$ cat src/stb_pkg.sv
// Shared types, constants and request/result formats for the source byte tokenizer.
package stb_pkg;

    localparam int OFFSET_BITS = 24;
    localparam int LINE_BITS   = 20;

    localparam int IQ_PTR_BITS = 1;
    localparam int IQ_DEPTH    = 2 ** IQ_PTR_BITS;
    localparam int OQ_PTR_BITS = 2;
    localparam int OQ_DEPTH    = 2 ** OQ_PTR_BITS;

    localparam logic [7:0] CHAR_HASH   = 8'h23;
    localparam logic [7:0] CHAR_NL     = 8'h0A;
    localparam logic [7:0] CHAR_SPACE  = 8'h20;
    localparam logic [7:0] CHAR_TAB    = 8'h09;
    localparam logic [7:0] CHAR_CR     = 8'h0D;
    localparam logic [7:0] CHAR_UNDER  = 8'h5F;
    localparam logic [7:0] CHAR_LPAREN = 8'h28;
    localparam logic [7:0] CHAR_RPAREN = 8'h29;
    localparam logic [7:0] CHAR_LBRACE = 8'h7B;
    localparam logic [7:0] CHAR_RBRACE = 8'h7D;
    localparam logic [7:0] CHAR_LBRACK = 8'h5B;
    localparam logic [7:0] CHAR_RBRACK = 8'h5D;
    localparam logic [7:0] CHAR_COMMA  = 8'h2C;
    localparam logic [7:0] CHAR_COLON  = 8'h3A;
    localparam logic [7:0] CHAR_SEMI   = 8'h3B;
    localparam logic [7:0] CHAR_EQUALS = 8'h3D;
    localparam logic [7:0] CHAR_DIG_LO = 8'h30;
    localparam logic [7:0] CHAR_DIG_HI = 8'h39;
    localparam logic [7:0] CHAR_UC_LO  = 8'h41;
    localparam logic [7:0] CHAR_UC_HI  = 8'h5A;
    localparam logic [7:0] CHAR_LC_LO  = 8'h61;
    localparam logic [7:0] CHAR_LC_HI  = 8'h7A;

    typedef enum logic [3:0] {
        KIND_END       = 4'd0,
        KIND_WORD      = 4'd1,
        KIND_NUMBER    = 4'd2,
        KIND_LPAREN    = 4'd3,
        KIND_RPAREN    = 4'd4,
        KIND_LBRACE    = 4'd5,
        KIND_RBRACE    = 4'd6,
        KIND_LBRACK    = 4'd7,
        KIND_RBRACK    = 4'd8,
        KIND_COMMA     = 4'd9,
        KIND_COLON     = 4'd10,
        KIND_SEMICOLON = 4'd11,
        KIND_EQUALS    = 4'd12
    } t_kind;

    typedef enum logic [1:0] {
        ERR_NONE       = 2'd0,
        ERR_INVALID    = 2'd1,
        ERR_LETTER_NUM = 2'd2
    } t_err;

    typedef enum logic [2:0] {
        CLS_SPACE,
        CLS_NEWLINE,
        CLS_LETTER,
        CLS_DIGIT,
        CLS_UNDER,
        CLS_HASH,
        CLS_PUNCT,
        CLS_INVALID
    } t_cls;

    typedef struct packed {
        logic       cmd;
        logic [7:0] char_byte;
    } t_in_req;

    typedef struct packed {
        logic  is_end;
        t_cls  cls;
        t_kind punct;
    } t_cls_req;

    typedef struct packed {
        t_kind                  kind;
        t_err                   error_code;
        logic [OFFSET_BITS-1:0] start_offset;
        logic [OFFSET_BITS-1:0] token_length;
        logic [LINE_BITS-1:0]   line_number;
        logic [OFFSET_BITS-1:0] column_number;
        logic                   last_of_run;
    } t_out_tok;

endpackage

$ cat src/stb_front.sv
// Front end: accepts requests, classifies each byte and queues it for the lexer.
module stb_front (
    input  logic              i_clk,
    input  logic              i_rst_n,
    input  logic              push,
    output logic              full,
    input  stb_pkg::t_in_req  i_req,
    output logic              o_valid,
    output stb_pkg::t_cls_req o_cls,
    input  logic              i_pop
);
    import stb_pkg::*;

    t_cls_req               r_q [IQ_DEPTH];
    logic [IQ_PTR_BITS-1:0] r_wr_ptr;
    logic [IQ_PTR_BITS-1:0] r_rd_ptr;
    logic [IQ_PTR_BITS:0]   r_count;
    logic                   wr_en;
    logic                   rd_en;
    t_cls_req               cls_req;

    function automatic t_cls_req classify(input t_in_req req);
        t_cls_req   res;
        logic [7:0] c;
        c         = req.char_byte;
        res.is_end = req.cmd;
        res.punct  = KIND_END;
        res.cls    = CLS_INVALID;
        if (c == CHAR_NL) begin
            res.cls = CLS_NEWLINE;
        end else if (c == CHAR_SPACE || (c >= CHAR_TAB && c <= CHAR_CR)) begin
            res.cls = CLS_SPACE;
        end else if ((c >= CHAR_UC_LO && c <= CHAR_UC_HI) ||
                     (c >= CHAR_LC_LO && c <= CHAR_LC_HI)) begin
            res.cls = CLS_LETTER;
        end else if (c >= CHAR_DIG_LO && c <= CHAR_DIG_HI) begin
            res.cls = CLS_DIGIT;
        end else if (c == CHAR_UNDER) begin
            res.cls = CLS_UNDER;
        end else if (c == CHAR_HASH) begin
            res.cls = CLS_HASH;
        end else begin
            res.cls = CLS_PUNCT;
            case (c)
                CHAR_LPAREN: res.punct = KIND_LPAREN;
                CHAR_RPAREN: res.punct = KIND_RPAREN;
                CHAR_LBRACE: res.punct = KIND_LBRACE;
                CHAR_RBRACE: res.punct = KIND_RBRACE;
                CHAR_LBRACK: res.punct = KIND_LBRACK;
                CHAR_RBRACK: res.punct = KIND_RBRACK;
                CHAR_COMMA:  res.punct = KIND_COMMA;
                CHAR_COLON:  res.punct = KIND_COLON;
                CHAR_SEMI:   res.punct = KIND_SEMICOLON;
                CHAR_EQUALS: res.punct = KIND_EQUALS;
                default:     res.cls   = CLS_INVALID;
            endcase
        end
        return res;
    endfunction

    assign cls_req = classify(i_req);
    assign full    = (r_count == (IQ_PTR_BITS+1)'(IQ_DEPTH));
    assign wr_en   = push && !full;
    assign o_valid = (r_count != '0);
    assign rd_en   = i_pop && o_valid;
    assign o_cls   = r_q[r_rd_ptr];

    always_ff @(posedge i_clk) begin
        if (wr_en) begin
            r_q[r_wr_ptr] <= cls_req;
        end
    end

    always_ff @(posedge i_clk) begin
        if (!i_rst_n) begin
            r_wr_ptr <= '0;
            r_rd_ptr <= '0;
            r_count  <= '0;
        end else begin
            if (wr_en) begin
                r_wr_ptr <= r_wr_ptr + 1'b1;
            end
            if (rd_en) begin
                r_rd_ptr <= r_rd_ptr + 1'b1;
            end
            case ({wr_en, rd_en})
                2'b10:   r_count <= r_count + 1'b1;
                2'b01:   r_count <= r_count - 1'b1;
                default: r_count <= r_count;
            endcase
        end
    end

endmodule

$ cat src/stb_back.sv
// Back end: lexer state machine that turns classified bytes into tokens.
module stb_back (
    input  logic              i_clk,
    input  logic              i_rst_n,
    input  logic              i_valid,
    input  stb_pkg::t_cls_req i_cls,
    output logic              o_pop,
    input  logic              i_oq_full,
    output logic              o_wr_en,
    output stb_pkg::t_out_tok o_wr_data
);
    import stb_pkg::*;

    typedef enum logic [4:0] {
        MODE_IDLE    = 5'b00001,
        MODE_WORD    = 5'b00010,
        MODE_NUM     = 5'b00100,
        MODE_COMMENT = 5'b01000,
        MODE_ERROR   = 5'b10000
    } t_mode;

    localparam logic [OFFSET_BITS-1:0] OFF_MAX  = '1;
    localparam logic [LINE_BITS-1:0]   LINE_MAX = '1;
    localparam logic [OFFSET_BITS-1:0] OFF_ONE  = OFFSET_BITS'(1);
    localparam logic [LINE_BITS-1:0]   LINE_ONE = LINE_BITS'(1);

    t_mode                  r_mode, n_mode;
    logic [OFFSET_BITS-1:0] r_byte_offset, n_byte_offset;
    logic [LINE_BITS-1:0]   r_line_count, n_line_count;
    logic [OFFSET_BITS-1:0] r_line_start, n_line_start;
    logic [OFFSET_BITS-1:0] r_token_start, n_token_start;
    logic [LINE_BITS-1:0]   r_token_line, n_token_line;
    logic [OFFSET_BITS-1:0] r_token_column, n_token_column;
    logic                   r_second_vld, n_second_vld;
    t_out_tok               r_second;

    logic [OFFSET_BITS-1:0] col_diff;
    logic [OFFSET_BITS-1:0] col;
    logic [OFFSET_BITS-1:0] off_inc;
    logic [LINE_BITS-1:0]   line_inc;
    logic [OFFSET_BITS-1:0] flush_len;
    t_out_tok               flush_tok;
    t_out_tok               end_tok;

    logic     idle_emit;
    t_out_tok idle_tok;
    t_mode    idle_mode;
    logic     idle_set;
    logic     idle_nl;

    logic     use_idle;
    logic     pre;
    logic     do_nl;
    logic [1:0] cnt;
    t_out_tok res0;
    t_out_tok res1;
    logic     wr_first;

    function automatic t_out_tok mk_tok(input t_kind k, input t_err e,
                                        input logic [OFFSET_BITS-1:0] start,
                                        input logic [OFFSET_BITS-1:0] len,
                                        input logic [LINE_BITS-1:0] line,
                                        input logic [OFFSET_BITS-1:0] column);
        t_out_tok t;
        t.kind          = k;
        t.error_code    = e;
        t.start_offset  = start;
        t.token_length  = len;
        t.line_number   = line;
        t.column_number = column;
        t.last_of_run   = 1'b0;
        return t;
    endfunction

    assign col_diff  = (r_byte_offset >= r_line_start) ? r_byte_offset - r_line_start : '0;
    assign col       = (col_diff == OFF_MAX) ? col_diff : col_diff + OFF_ONE;
    assign off_inc   = (r_byte_offset == OFF_MAX) ? r_byte_offset : r_byte_offset + OFF_ONE;
    assign line_inc  = (r_line_count == LINE_MAX) ? r_line_count : r_line_count + LINE_ONE;
    assign flush_len = (r_byte_offset >= r_token_start) ? r_byte_offset - r_token_start : '0;
    assign flush_tok = mk_tok((r_mode == MODE_WORD) ? KIND_WORD : KIND_NUMBER, ERR_NONE,
                              r_token_start, flush_len, r_token_line, r_token_column);
    assign end_tok   = mk_tok(KIND_END, ERR_NONE, r_byte_offset, '0, r_line_count, OFF_ONE);

    assign o_pop = i_valid && !r_second_vld && !i_oq_full;

    always_comb begin
        idle_emit = 1'b0;
        idle_tok  = end_tok;
        idle_mode = MODE_IDLE;
        idle_set  = 1'b0;
        idle_nl   = 1'b0;
        case (i_cls.cls)
            CLS_SPACE: begin
                idle_nl = 1'b0;
            end
            CLS_NEWLINE: begin
                idle_nl = 1'b1;
            end
            CLS_LETTER, CLS_UNDER: begin
                idle_mode = MODE_WORD;
                idle_set  = 1'b1;
            end
            CLS_DIGIT: begin
                idle_mode = MODE_NUM;
                idle_set  = 1'b1;
            end
            CLS_HASH: begin
                idle_mode = MODE_COMMENT;
            end
            CLS_PUNCT: begin
                idle_emit = 1'b1;
                idle_tok  = mk_tok(i_cls.punct, ERR_NONE, r_byte_offset, OFF_ONE,
                                   r_line_count, col);
            end
            default: begin
                idle_emit = 1'b1;
                idle_tok  = mk_tok(KIND_END, ERR_INVALID, r_byte_offset, '0, r_line_count, col);
                idle_mode = MODE_ERROR;
            end
        endcase
    end

    always_comb begin
        n_mode         = r_mode;
        n_byte_offset  = r_byte_offset;
        n_line_count   = r_line_count;
        n_line_start   = r_line_start;
        n_token_start  = r_token_start;
        n_token_line   = r_token_line;
        n_token_column = r_token_column;
        use_idle       = 1'b0;
        pre            = 1'b0;
        do_nl          = 1'b0;
        cnt            = 2'd0;
        res0           = end_tok;
        res1           = end_tok;
        if (o_pop) begin
            if (i_cls.is_end) begin
                if (r_mode == MODE_WORD || r_mode == MODE_NUM) begin
                    res0 = flush_tok;
                    res1 = end_tok;
                    cnt  = 2'd2;
                end else if (r_mode != MODE_ERROR) begin
                    res0 = end_tok;
                    cnt  = 2'd1;
                end
                n_mode         = MODE_IDLE;
                n_byte_offset  = '0;
                n_line_count   = LINE_ONE;
                n_line_start   = '0;
                n_token_start  = '0;
                n_token_line   = LINE_ONE;
                n_token_column = OFF_ONE;
            end else begin
                n_byte_offset = off_inc;
                case (r_mode)
                    MODE_ERROR: begin
                        n_mode = MODE_ERROR;
                    end
                    MODE_COMMENT: begin
                        if (i_cls.cls == CLS_NEWLINE) begin
                            do_nl  = 1'b1;
                            n_mode = MODE_IDLE;
                        end
                    end
                    MODE_WORD: begin
                        if (!(i_cls.cls == CLS_LETTER || i_cls.cls == CLS_DIGIT ||
                              i_cls.cls == CLS_UNDER)) begin
                            res0     = flush_tok;
                            pre      = 1'b1;
                            use_idle = 1'b1;
                        end
                    end
                    MODE_NUM: begin
                        if (i_cls.cls == CLS_LETTER) begin
                            res0   = mk_tok(KIND_END, ERR_LETTER_NUM, r_byte_offset, '0,
                                            r_line_count, col);
                            cnt    = 2'd1;
                            n_mode = MODE_ERROR;
                        end else if (i_cls.cls != CLS_DIGIT) begin
                            res0     = flush_tok;
                            pre      = 1'b1;
                            use_idle = 1'b1;
                        end
                    end
                    default: begin
                        use_idle = 1'b1;
                    end
                endcase
                if (use_idle) begin
                    n_mode = idle_mode;
                    do_nl  = idle_nl;
                    if (idle_set) begin
                        n_token_start  = r_byte_offset;
                        n_token_line   = r_line_count;
                        n_token_column = col;
                    end
                    if (idle_emit && pre) begin
                        res1 = idle_tok;
                        cnt  = 2'd2;
                    end else if (idle_emit) begin
                        res0 = idle_tok;
                        cnt  = 2'd1;
                    end else begin
                        cnt = pre ? 2'd1 : 2'd0;
                    end
                end
                if (do_nl) begin
                    n_line_count = line_inc;
                    n_line_start = off_inc;
                end
            end
        end
        res0.last_of_run = (cnt == 2'd1);
        res1.last_of_run = 1'b1;
    end

    assign wr_first  = o_pop && (cnt != 2'd0);
    assign o_wr_en   = r_second_vld ? !i_oq_full : wr_first;
    assign o_wr_data = r_second_vld ? r_second : res0;

    always_comb begin
        n_second_vld = r_second_vld;
        if (r_second_vld && !i_oq_full) begin
            n_second_vld = 1'b0;
        end else if (o_pop && cnt == 2'd2) begin
            n_second_vld = 1'b1;
        end
    end

    always_ff @(posedge i_clk) begin
        if (o_pop && cnt == 2'd2) begin
            r_second <= res1;
        end
    end

    always_ff @(posedge i_clk) begin
        if (!i_rst_n) begin
            r_mode         <= MODE_IDLE;
            r_byte_offset  <= '0;
            r_line_count   <= LINE_ONE;
            r_line_start   <= '0;
            r_token_start  <= '0;
            r_token_line   <= LINE_ONE;
            r_token_column <= OFF_ONE;
            r_second_vld   <= 1'b0;
        end else begin
            r_mode         <= n_mode;
            r_byte_offset  <= n_byte_offset;
            r_line_count   <= n_line_count;
            r_line_start   <= n_line_start;
            r_token_start  <= n_token_start;
            r_token_line   <= n_token_line;
            r_token_column <= n_token_column;
            r_second_vld   <= n_second_vld;
        end
    end

endmodule

$ cat src/stb_out_queue.sv
// Result queue between the lexer and the result ports.
module stb_out_queue (
    input  logic              i_clk,
    input  logic              i_rst_n,
    input  logic              i_wr_en,
    input  stb_pkg::t_out_tok i_wr_data,
    output logic              o_full,
    output logic              empty,
    input  logic              pop,
    output stb_pkg::t_out_tok o_result
);
    import stb_pkg::*;

    t_out_tok               r_q [OQ_DEPTH];
    logic [OQ_PTR_BITS-1:0] r_wr_ptr;
    logic [OQ_PTR_BITS-1:0] r_rd_ptr;
    logic [OQ_PTR_BITS:0]   r_count;
    logic                   wr_en;
    logic                   rd_en;

    assign o_full   = (r_count == (OQ_PTR_BITS+1)'(OQ_DEPTH));
    assign empty    = (r_count == '0);
    assign wr_en    = i_wr_en && !o_full;
    assign rd_en    = pop && !empty;
    assign o_result = r_q[r_rd_ptr];

    always_ff @(posedge i_clk) begin
        if (wr_en) begin
            r_q[r_wr_ptr] <= i_wr_data;
        end
    end

    always_ff @(posedge i_clk) begin
        if (!i_rst_n) begin
            r_wr_ptr <= '0;
            r_rd_ptr <= '0;
            r_count  <= '0;
        end else begin
            if (wr_en) begin
                r_wr_ptr <= r_wr_ptr + 1'b1;
            end
            if (rd_en) begin
                r_rd_ptr <= r_rd_ptr + 1'b1;
            end
            case ({wr_en, rd_en})
                2'b10:   r_count <= r_count + 1'b1;
                2'b01:   r_count <= r_count - 1'b1;
                default: r_count <= r_count;
            endcase
        end
    end

endmodule

$ cat src/source_byte_tokenizer.sv
// Top level of the source byte tokenizer: classifier front end, lexer back end, result queue.
// Each request is registered in the input queue; the lexer's results are registered in the result queue.
// Throughput: one request per cycle while the result queue has room; a request that yields two results
// holds the lexer while it writes the second result into the four-entry result queue.
// Reset (synchronous, active low) empties both queues and returns the lexer to idle, offset 0, line 1.
module source_byte_tokenizer (
    input  logic              i_clk,
    input  logic              i_rst_n,
    input  logic              push,
    output logic              full,
    input  stb_pkg::t_in_req  i_req,
    output logic              empty,
    input  logic              pop,
    output stb_pkg::t_out_tok o_result
);
    import stb_pkg::*;

    logic     cls_valid;
    t_cls_req cls_req;
    logic     cls_pop;
    logic     oq_full;
    logic     oq_wr_en;
    t_out_tok oq_wr_data;

    stb_front u_front (
        .i_clk   (i_clk),
        .i_rst_n (i_rst_n),
        .push    (push),
        .full    (full),
        .i_req   (i_req),
        .o_valid (cls_valid),
        .o_cls   (cls_req),
        .i_pop   (cls_pop)
    );

    stb_back u_back (
        .i_clk     (i_clk),
        .i_rst_n   (i_rst_n),
        .i_valid   (cls_valid),
        .i_cls     (cls_req),
        .o_pop     (cls_pop),
        .i_oq_full (oq_full),
        .o_wr_en   (oq_wr_en),
        .o_wr_data (oq_wr_data)
    );

    stb_out_queue u_out_queue (
        .i_clk     (i_clk),
        .i_rst_n   (i_rst_n),
        .i_wr_en   (oq_wr_en),
        .i_wr_data (oq_wr_data),
        .o_full    (oq_full),
        .empty     (empty),
        .pop       (pop),
        .o_result  (o_result)
    );

endmodule

$ cat config.mk
export PLATFORM = sky130hd
export DESIGN_NAME = source_byte_tokenizer
export DESIGN_NICKNAME = d
export VERILOG_FILES = /design/src/stb_pkg.sv /design/src/stb_front.sv /design/src/stb_back.sv /design/src/stb_out_queue.sv /design/src/source_byte_tokenizer.sv
export SDC_FILE = /design/constraint.sdc
export NUM_CORES = 1
export LEC_CHECK = 0
export BUFFER_PORTS_ARGS = -buffer_cell sky130_fd_sc_hd__buf_4
export CORE_MARGIN = 8
export CORE_UTILIZATION = 62
export CTS_CLUSTER_DIAMETER = 100
export DETAILED_ROUTE_END_ITERATION = 6
export PLACE_DENSITY = 0.83
export SYNTH_ARGS = -nofsm -noshare
export SYNTH_HDL_FRONTEND = slang
export SYNTH_SLANG_ARGS = --single-unit
$ cat constraint.sdc
create_clock -name i_clk -period 16.63 [get_ports i_clk]
set_input_delay 1.663 -clock i_clk [delete_from_list [all_inputs] [get_ports i_clk]]
set_output_delay 1.663 -clock i_clk [all_outputs]
set_load 0.01 [all_outputs]
### Word-level counts from Yosys, hierarchy flattened

Memory sizes are Yosys's and may differ from the RTL's. A register that Yosys moved wholly into a read port is not among the register bits.
Cells that the tools add are included.

* flip-flop bits (word level): 251
* bits in latches: 0
* memory bits (writable): 412
* ROM bits: 0
* input bits: 13
* logic and storage cells: 227
* memories kept: 2

Memories
* u_out_queue.r_q: words 4, width 99, read ports 1, clocked after Yosys merged registers in 1, write ports 1, line stb_out_queue.sv:14 `t_out_tok r_q [OQ_DEPTH];`
* u_front.r_q: words 2, width 8, read ports 1, clocked after Yosys merged registers in 1, write ports 1, line stb_front.sv:14 `t_cls_req r_q [IQ_DEPTH];`

* add/sub/neg operators: 13
* $mul: 0
* div/mod/pow operators: 0
* magnitude comparators: 10
* equal/unequal tests: 40
* shift operators: 0
* muxes and demuxes: 93
* bitwise logic cells: 4
* reductions and logical operators: 45

Operator list (number)
* $mux 99: 10
* $pmux 99 s2: 2
* $mux 93: 4
* $mux 24: 13
* $mux 20: 6
* $eq 8x6->1 const B: 8
* $add 24x1->24 const B: 2
* $eq 24x24->1 const B: 2
* $ge 24x24->1: 2
* $sub 24x24->24: 2
* $eq 8x7->1 const B: 5
* $pmux 4 s10: 1
* $mux 1: 25
* $mux 4: 6
* $add 20x1->20 const B: 1
* $eq 20x20->1 const B: 1
* $mux 2: 10
* $mux 5: 4
* $pmux 5 s4: 1
* $mux 3: 6
* $ge 8x7->1 const B: 2
* $le 8x7->1 const B: 2
* $pmux 5 s3: 1
* $logic_and 1x1->1: 14
* 42 further kinds: 75

### Logic depth before layout (Yosys ltp)

Gate-level depths: netlist of run 1.

* depth in word-level cells: 19
* depth in mapped cells: 20
* gate-level depth less buffers: 17

### By module

A second synthesis of run 1 with hierarchy kept.

* cells, all modules: 2351
* area total of the unflattened synthesis: 30026.3 um^2

Modules (own cells, without submodules)
* stb_out_queue: times used 1, cells each 571, area an instance 14732.9 um^2, sequential area each 12071.6 um^2
* stb_back: times used 1, cells each 1668, area an instance 14097.3 um^2, sequential area each 5064.9 um^2
* stb_front: times used 1, cells each 112, area an instance 1196.1 um^2, sequential area each 580.6 um^2

### Least setup slack after synthesis of run 1

No wires, ideal clock.

* kind: flip-flop to flip-flop
* from: register with a tool-made name
* to: register u_back.r_second[10] in the netlist's numbering, enable pin
* data arrival time: 5.350 ns
* required time: 16.122 ns
* slack: 10.771 ns
* stages on the path, launching flop included: 9
* clock period less this slack: 5.859 ns
* cells stage by stage: dfxtp_1 -> buf_1 -> mux2i_1 -> nor2_1 -> o21ai_0 -> clkbuf_1 -> and3_1 -> o21ai_0 -> nor2_1

RTL lines
* to (signal assigned): line stb_back.sv:233 `r_second <= res1;`
* to (decl): line stb_back.sv:35 `t_out_tok r_second;`

==> results of run 1 <==
-- power breakdown --
part,switching [mW],internal [mW],total [mW]
clock,0.605,0.824,1.43
sequential,0.0950,1.94,2.03
combinational,0.712,0.558,1.27
-- logic make-up after synthesis --
| family | after synthesis |
|---|---|
| AOI/OAI and AO/OA | 488 |
| xor gates and xnor gates | 103 |
| adders and majority gates | 61 |
| buffers and inverters | 219 |
| DFF | 642 |
| muxes | 151 |
| and+or+nand+nor | 707 |
-- final cells by class --
type / count / area [sq um]
Clock inverter: 44 / 484
Multi-Input combinational cell: 1510 / 11100
Clock buffer: 71 / 1580
Tap cell: 615 / 769
Fill cell: 3165 / 14500
Sequential cell: 642 / 17700
Timing Repair Buffer: 133 / 998
Inverter: 80 / 300
-- cells in the mapped netlist, types with 19 or more instances --
master	count
o21ai_0	143
mux4_2	99
and3_1	20
nand2_1	202
ha_1	58
nand4_1	29
a21oi_1	97
xnor2_1	56
dfxtp_1	156
a21boi_0	19
mux2i_1	47
a21o_1	23
nand3_1	45
clkbuf_1	114
and2_1	31
edfxtp_1	486
nor2b_1	93
xor2_1	47
inv_1	80
nor3_1	49
nor2_1	169
a22oi_1	79
-- per-layer routing --
layer	vias to the layer above	track usage, %
met3	172	4.13
met5	-	0
met2	975	43.7
met1	9868	35.1
met4	0	10.1
li1	8983	-
-- worst max-delay path, cell delays in order, from the launching register on --
cell	delay, ns
dfxtp_1	0.49
inv_1	0.16
ha_1	0.24
fa_1	0.42
nand2b_1	0.19
a21oi_1	0.39
o211ai_1	0.17
a31o_1	0.25
and2_1	0.36
nor2_1	0.33
ha_1	0.23
nand2_1	0.15
nor2b_1	0.51
nor4b_4	0.61
nor3_1	0.14
xnor2_1	0.19
o21ai_0	0.42
-- registers in the layout, indices dropped and copies added (netlist names), 3 cells and up, named ones only --
name                   cells
u_back.r_byte_offset      24
u_back.r_token_start      24
u_out_queue.r_count        3
u_back.r_line_start       24
u_back.r_line_count       20
u_front.r_q               16
u_back.r_token_line       20
u_back.r_token_column     24
u_back.r_second           74
u_back.r_mode              5
u_out_queue.r_q          396
-- how the worst max path moves through the flow --
stage	endpoint	depth (start not counted)
CTS	u_out_queue.r_q[1][7]	16
finish	u_out_queue.r_q[1][7]	16
global route	u_out_queue.r_q[1][7]	16
floorplan	u_back.r_second[10]	8
detailed placement	u_out_queue.r_q[0][3]	14
global placement	u_out_queue.r_q[0][3]	14
-- through the flow --
step           setup slack [ns]  instances
6_report                  11.10       3095
5_1_grt                   10.73       3095
4_1_cts                   11.22       3095
3_5_place_dp              11.33       2980
3_3_place_gp              11.51       2980
2_1_floorplan             10.77       2371
==> impl_metrics.toml, run 1 <==
[timing]
hold_viol_final = 0
fin_crit_ns = 5.53
tightest_slew_ns = 1.32
tns_ns = 0
max_slew_margin_pct = 10.7
fin_skew_ns = 0.0197
report.final.setup_viol = 0
fin_hold_ws_ns = 0.468
final.period_utilization_pct = 33.3
drv_slew = 0
max_freq_mhz = 181
rsz0062_at_grt = "false"

[yosys]
netlist_area_sq_um = 29600
ys_types = 71
synth_ff_type = "edfxtp_1"
synth_cells = 2371
ys_ff_latch = 642
synth-compound-area-share_pct = 10.7
synth_fp_nets = 2445
synth.area.top_cells = "edfxtp_1, dfxtp_1, mux4_2"
synth_top_area_share_pct = 49.3
ys_async_sr_fraction_pct = 0
synth_area_per_cell_sq_um = 12.5
synth.area.mux_share_pct = 9.31
yosysSeqAreaShare_pct = 59.9
synth-edff-count = 486
synthXorXnorAreaFrac_pct = 3.05
yosys.area_share.adder_pct = 2.65
synth_top_family_by_area = "simple AND/OR/NAND/NOR gates"
ys_warn_count = 0
yosysTopAreaCell = "edfxtp_1"
synth_simple_gate_area_share_pct = 11.7

[route]
post-route-drc-count = 0
routed-wl-met3_um = 5390
via_count = 20000
routedWlPerCell_um = 23.5
wl_met1_um = 29100
detail-route-antenna-nets = 0
drt_iter0_markers = 2408
topRoutingLayerUsed = "met4"
routed_via_density = 6.46
firstDrtPassIters = 7
wl_met2_um = 35600
finalWirelength_um = 72800

[clock_network]
cts_tree = "built"
ctsHoldBuffers = 0
clock_sinks = 642
post_cts_resized = 0
clock_latency_ns = 0.63
numCtsBuffers = 61
post-cts-setup-buffer-count = 0
clk_pin_slew_ns = 0.06
htreeDepth = 2
clock_path_buffers = 3
cts_root_buf = "clkbuf_16"

[finish]
area_growth_pct = 11.3
final_common_cell = "edfxtp_1"
utilization_pct = 69.4
n_antenna_cell = 0
final_cell_area_sq_um = 32900
drive_gt1_share_pct = 14.4
final_cell_mix = "edfxtp_1, nand2_1, nor2_1, dfxtp_1, o21ai_0"
final_nets = 2502

[status]
status = "completed"

[grt]
antenna_found_initial = 0
grt_max_degree = 110
first_global_vias = 20000
grt_overflow = 0
grt_pass1_wl_um = 113000
grtUsageTotal_pct = 26.4

[worst_setup_path]
critical_path_class = "flop to flop"
rrSetupSlack_ns = 11.10
path_max_fanout = 17
arrival_ns = 5.90
end_kind = "flop"
reg2reg_from = "u_back.r_byte_offset[0]"
startpoint = "u_back.r_byte_offset[0]"
r2r_cells = 16
r2r_end = "u_out_queue.r_q[1][7]"
cp.required_ns = 17.00
cp-start-kind = "flop"

[floorplanning]
die_w_um = 235
rows = 80
num_io_pins = 114
die-area_sq_um = 55000
core_sq_um = 47400
start_util_pct = 62.4
die_h_um = 235

[hold_path]
hold_path.class = "flop to flop"
hold_start = "u_back.r_token_column[11]"
worstHoldEndpoint = "u_back.r_token_column[11]"
holdPathStages = 2

[power_and_ir_drop]
p_total_mw = 4.73
power_density_nw_per_um2 = 144
cellLeakagePower_nw = 11.1
ir_drop_uv = 99.4

[placed_design]
port_buffers = 113
hpwlAfterDp_um = 46800
placed_cell_area_sq_um = 30900
gp_congestion = 0.934

[run]
cap_violations = 0
No activity file was read; power rests on OpenSTA's default activity.
==> run 2: changes to the inputs <==
Clock period 16.63 ns to 5.1 ns, I/O delays scaled along.
==> impl_metrics.toml, run 2 (same netlist as run 1, synthesis figures left out) <==
[status]
status = "completed"

[worst_setup_path]
cp.required_ns = 5.45
arrival_ns = 5.24
end_kind = "flop"
critical_path_class = "flop to flop"
cp-start-kind = "flop"
path_max_fanout = 9

[floorplanning]
num_io_pins = 114
die_h_um = 235
die-area_sq_um = 55000
start_util_pct = 62.4
die_w_um = 235
core_sq_um = 47400
rows = 80

[power_and_ir_drop]
power_density_nw_per_um2 = 457
ir_drop_uv = 285
cellLeakagePower_nw = 11.3

[clock_network]
numCtsBuffers = 60
cts_root_buf = "clkbuf_16"
clock_sinks = 642
cts_tree = "built"
clock_path_buffers = 3
htreeDepth = 2
clock_latency_ns = 0.62
clk_pin_slew_ns = 0.06

[timing]
rsz0062_at_grt = "false"
max_slew_margin_pct = 17.3
fin_skew_ns = 0.0178
report.final.setup_viol = 0
tightest_slew_ns = 1.24
finalWorstSetupSlack_ns = 0.212
fin_crit_ns = 4.89
tns_ns = 0
final.period_utilization_pct = 95.8
hold_viol_final = 0
max_freq_mhz = 205
drv_slew = 0

[placed_design]
port_buffers = 113
place_ws_ns = 0.151
gp_congestion = 0.944
hpwlAfterDp_um = 48300

[route]
routed_via_density = 6.49
drt_iter0_markers = 2274
firstDrtPassIters = 6
post-route-drc-count = 0
detail-route-antenna-nets = 0
finalWirelength_um = 73400
via_count = 20400
routedWlPerCell_um = 23.3

[finish]
final_common_cell = "edfxtp_1"
final_cell_mix = "edfxtp_1, nand2_1, buf_4, nor2_1, dfxtp_1"
nFillCells = 3138
n_antenna_cell = 0
largest_reg_flops = 396
final_nets = 2552
regMostFlops = "u_out_queue.r_q"
top_regs = "u_out_queue.r_q: 396 flops, u_back.r_second: 74 flops"
area_growth_pct = 12.7
drive_gt1_share_pct = 15.8

[run]
cap_violations = 0

[grt]
busiest_layer = "met2"
grt_pass1_wl_um = 114000
antenna_found_initial = 0
first_global_vias = 20600
grt_use_met2_pct = 45.4
grt_overflow = 0
grt_use_met3_pct = 3.55
grtUsageTotal_pct = 26.6
grt_max_degree = 110
grt_util_met1_pct = 35.0

[hold_path]
hold_path.class = "input pin to flop"
-- run 2: what timing repair did --
item / 4_1_cts / 5_1_grt
setup endpoints to repair: 0 / 60
gates resized for setup: 0 / 4
buffers inserted: 0 / 2
hold buffers: 0 / 0
-- run 2: critical path, cell delays in order (launching register included) --
cell and delay, ns:
dfxtp_1 0.49, inv_1 0.15, ha_1 0.26, fa_1 0.44, nor2b_1 0.14, o211ai_1 0.16
a2111o_1 0.44, and3_1 0.21, a21o_1 0.21, a2111o_1 0.42, or3_1 0.51, nor4b_4 0.28
buf_4 0.20, xor2_1 0.33, o21ai_1 0.12, a22o_1 0.25
-- run 2: cell type report --
| cell class | instances | area, sq um | area share (%) |
|---|---|---|---|
| flip-flops and latches | 642 | 17700 | 53.2 |
| clock inverters | 30 | 267 | 0.799 |
| multi-input cells | 1510 | 11100 | 33.3 |
| clock buffers | 83 | 1660 | 4.97 |
| repair buffers | 184 | 1530 | 4.59 |
| well taps | 615 | 769 | 2.31 |
| inverters | 80 | 300 | 0.900 |
-- run 2: through the flow --
step	power (mW)	utilization (%)	hold WS, ns	instances	area [sq um]
global placement	10.9	66.2	0.435	3029	31400
finish	15.2	70.3	0.127	3144	33300
floorplan	9.14	-	0.406	2371	29600
global route	15.8	70.3	0.0944	3144	33300
CTS	15.3	70.2	0.0931	3142	33300
detailed placement	11.0	66.2	0.446	3029	31400
-- run 2: final timing paths --
kind	endpoint	slack (ns)	cells after the start	from
worst min register to register	u_back.r_token_column[19]	0.45	2	u_back.r_token_column[19]
worst max-delay path	u_out_queue.r_q[0][1]	0.21	15	u_back.r_byte_offset[0]
worst min-delay path	u_front.r_q[0][7]	0.13	1	i_req[8]
worst max register to register	u_out_queue.r_q[0][1]	0.21	15	u_back.r_byte_offset[0]
-- run 2: where the power goes --
part	leakage [nW]	switching, mW	internal [mW]
combinational	4.65	2.32	1.92
clock	0.939	1.90	2.47
sequential	5.72	0.328	6.30
total	11.3	4.55	10.7
-- run 2: metal layers --
layer / part of all wire, % / vias to the layer above
met5: 0 / -
met4: 3.1 / 0
met3: 7.4 / 182
met2: 50 / 1012
met1: 40 / 10100
li1: - / 9078
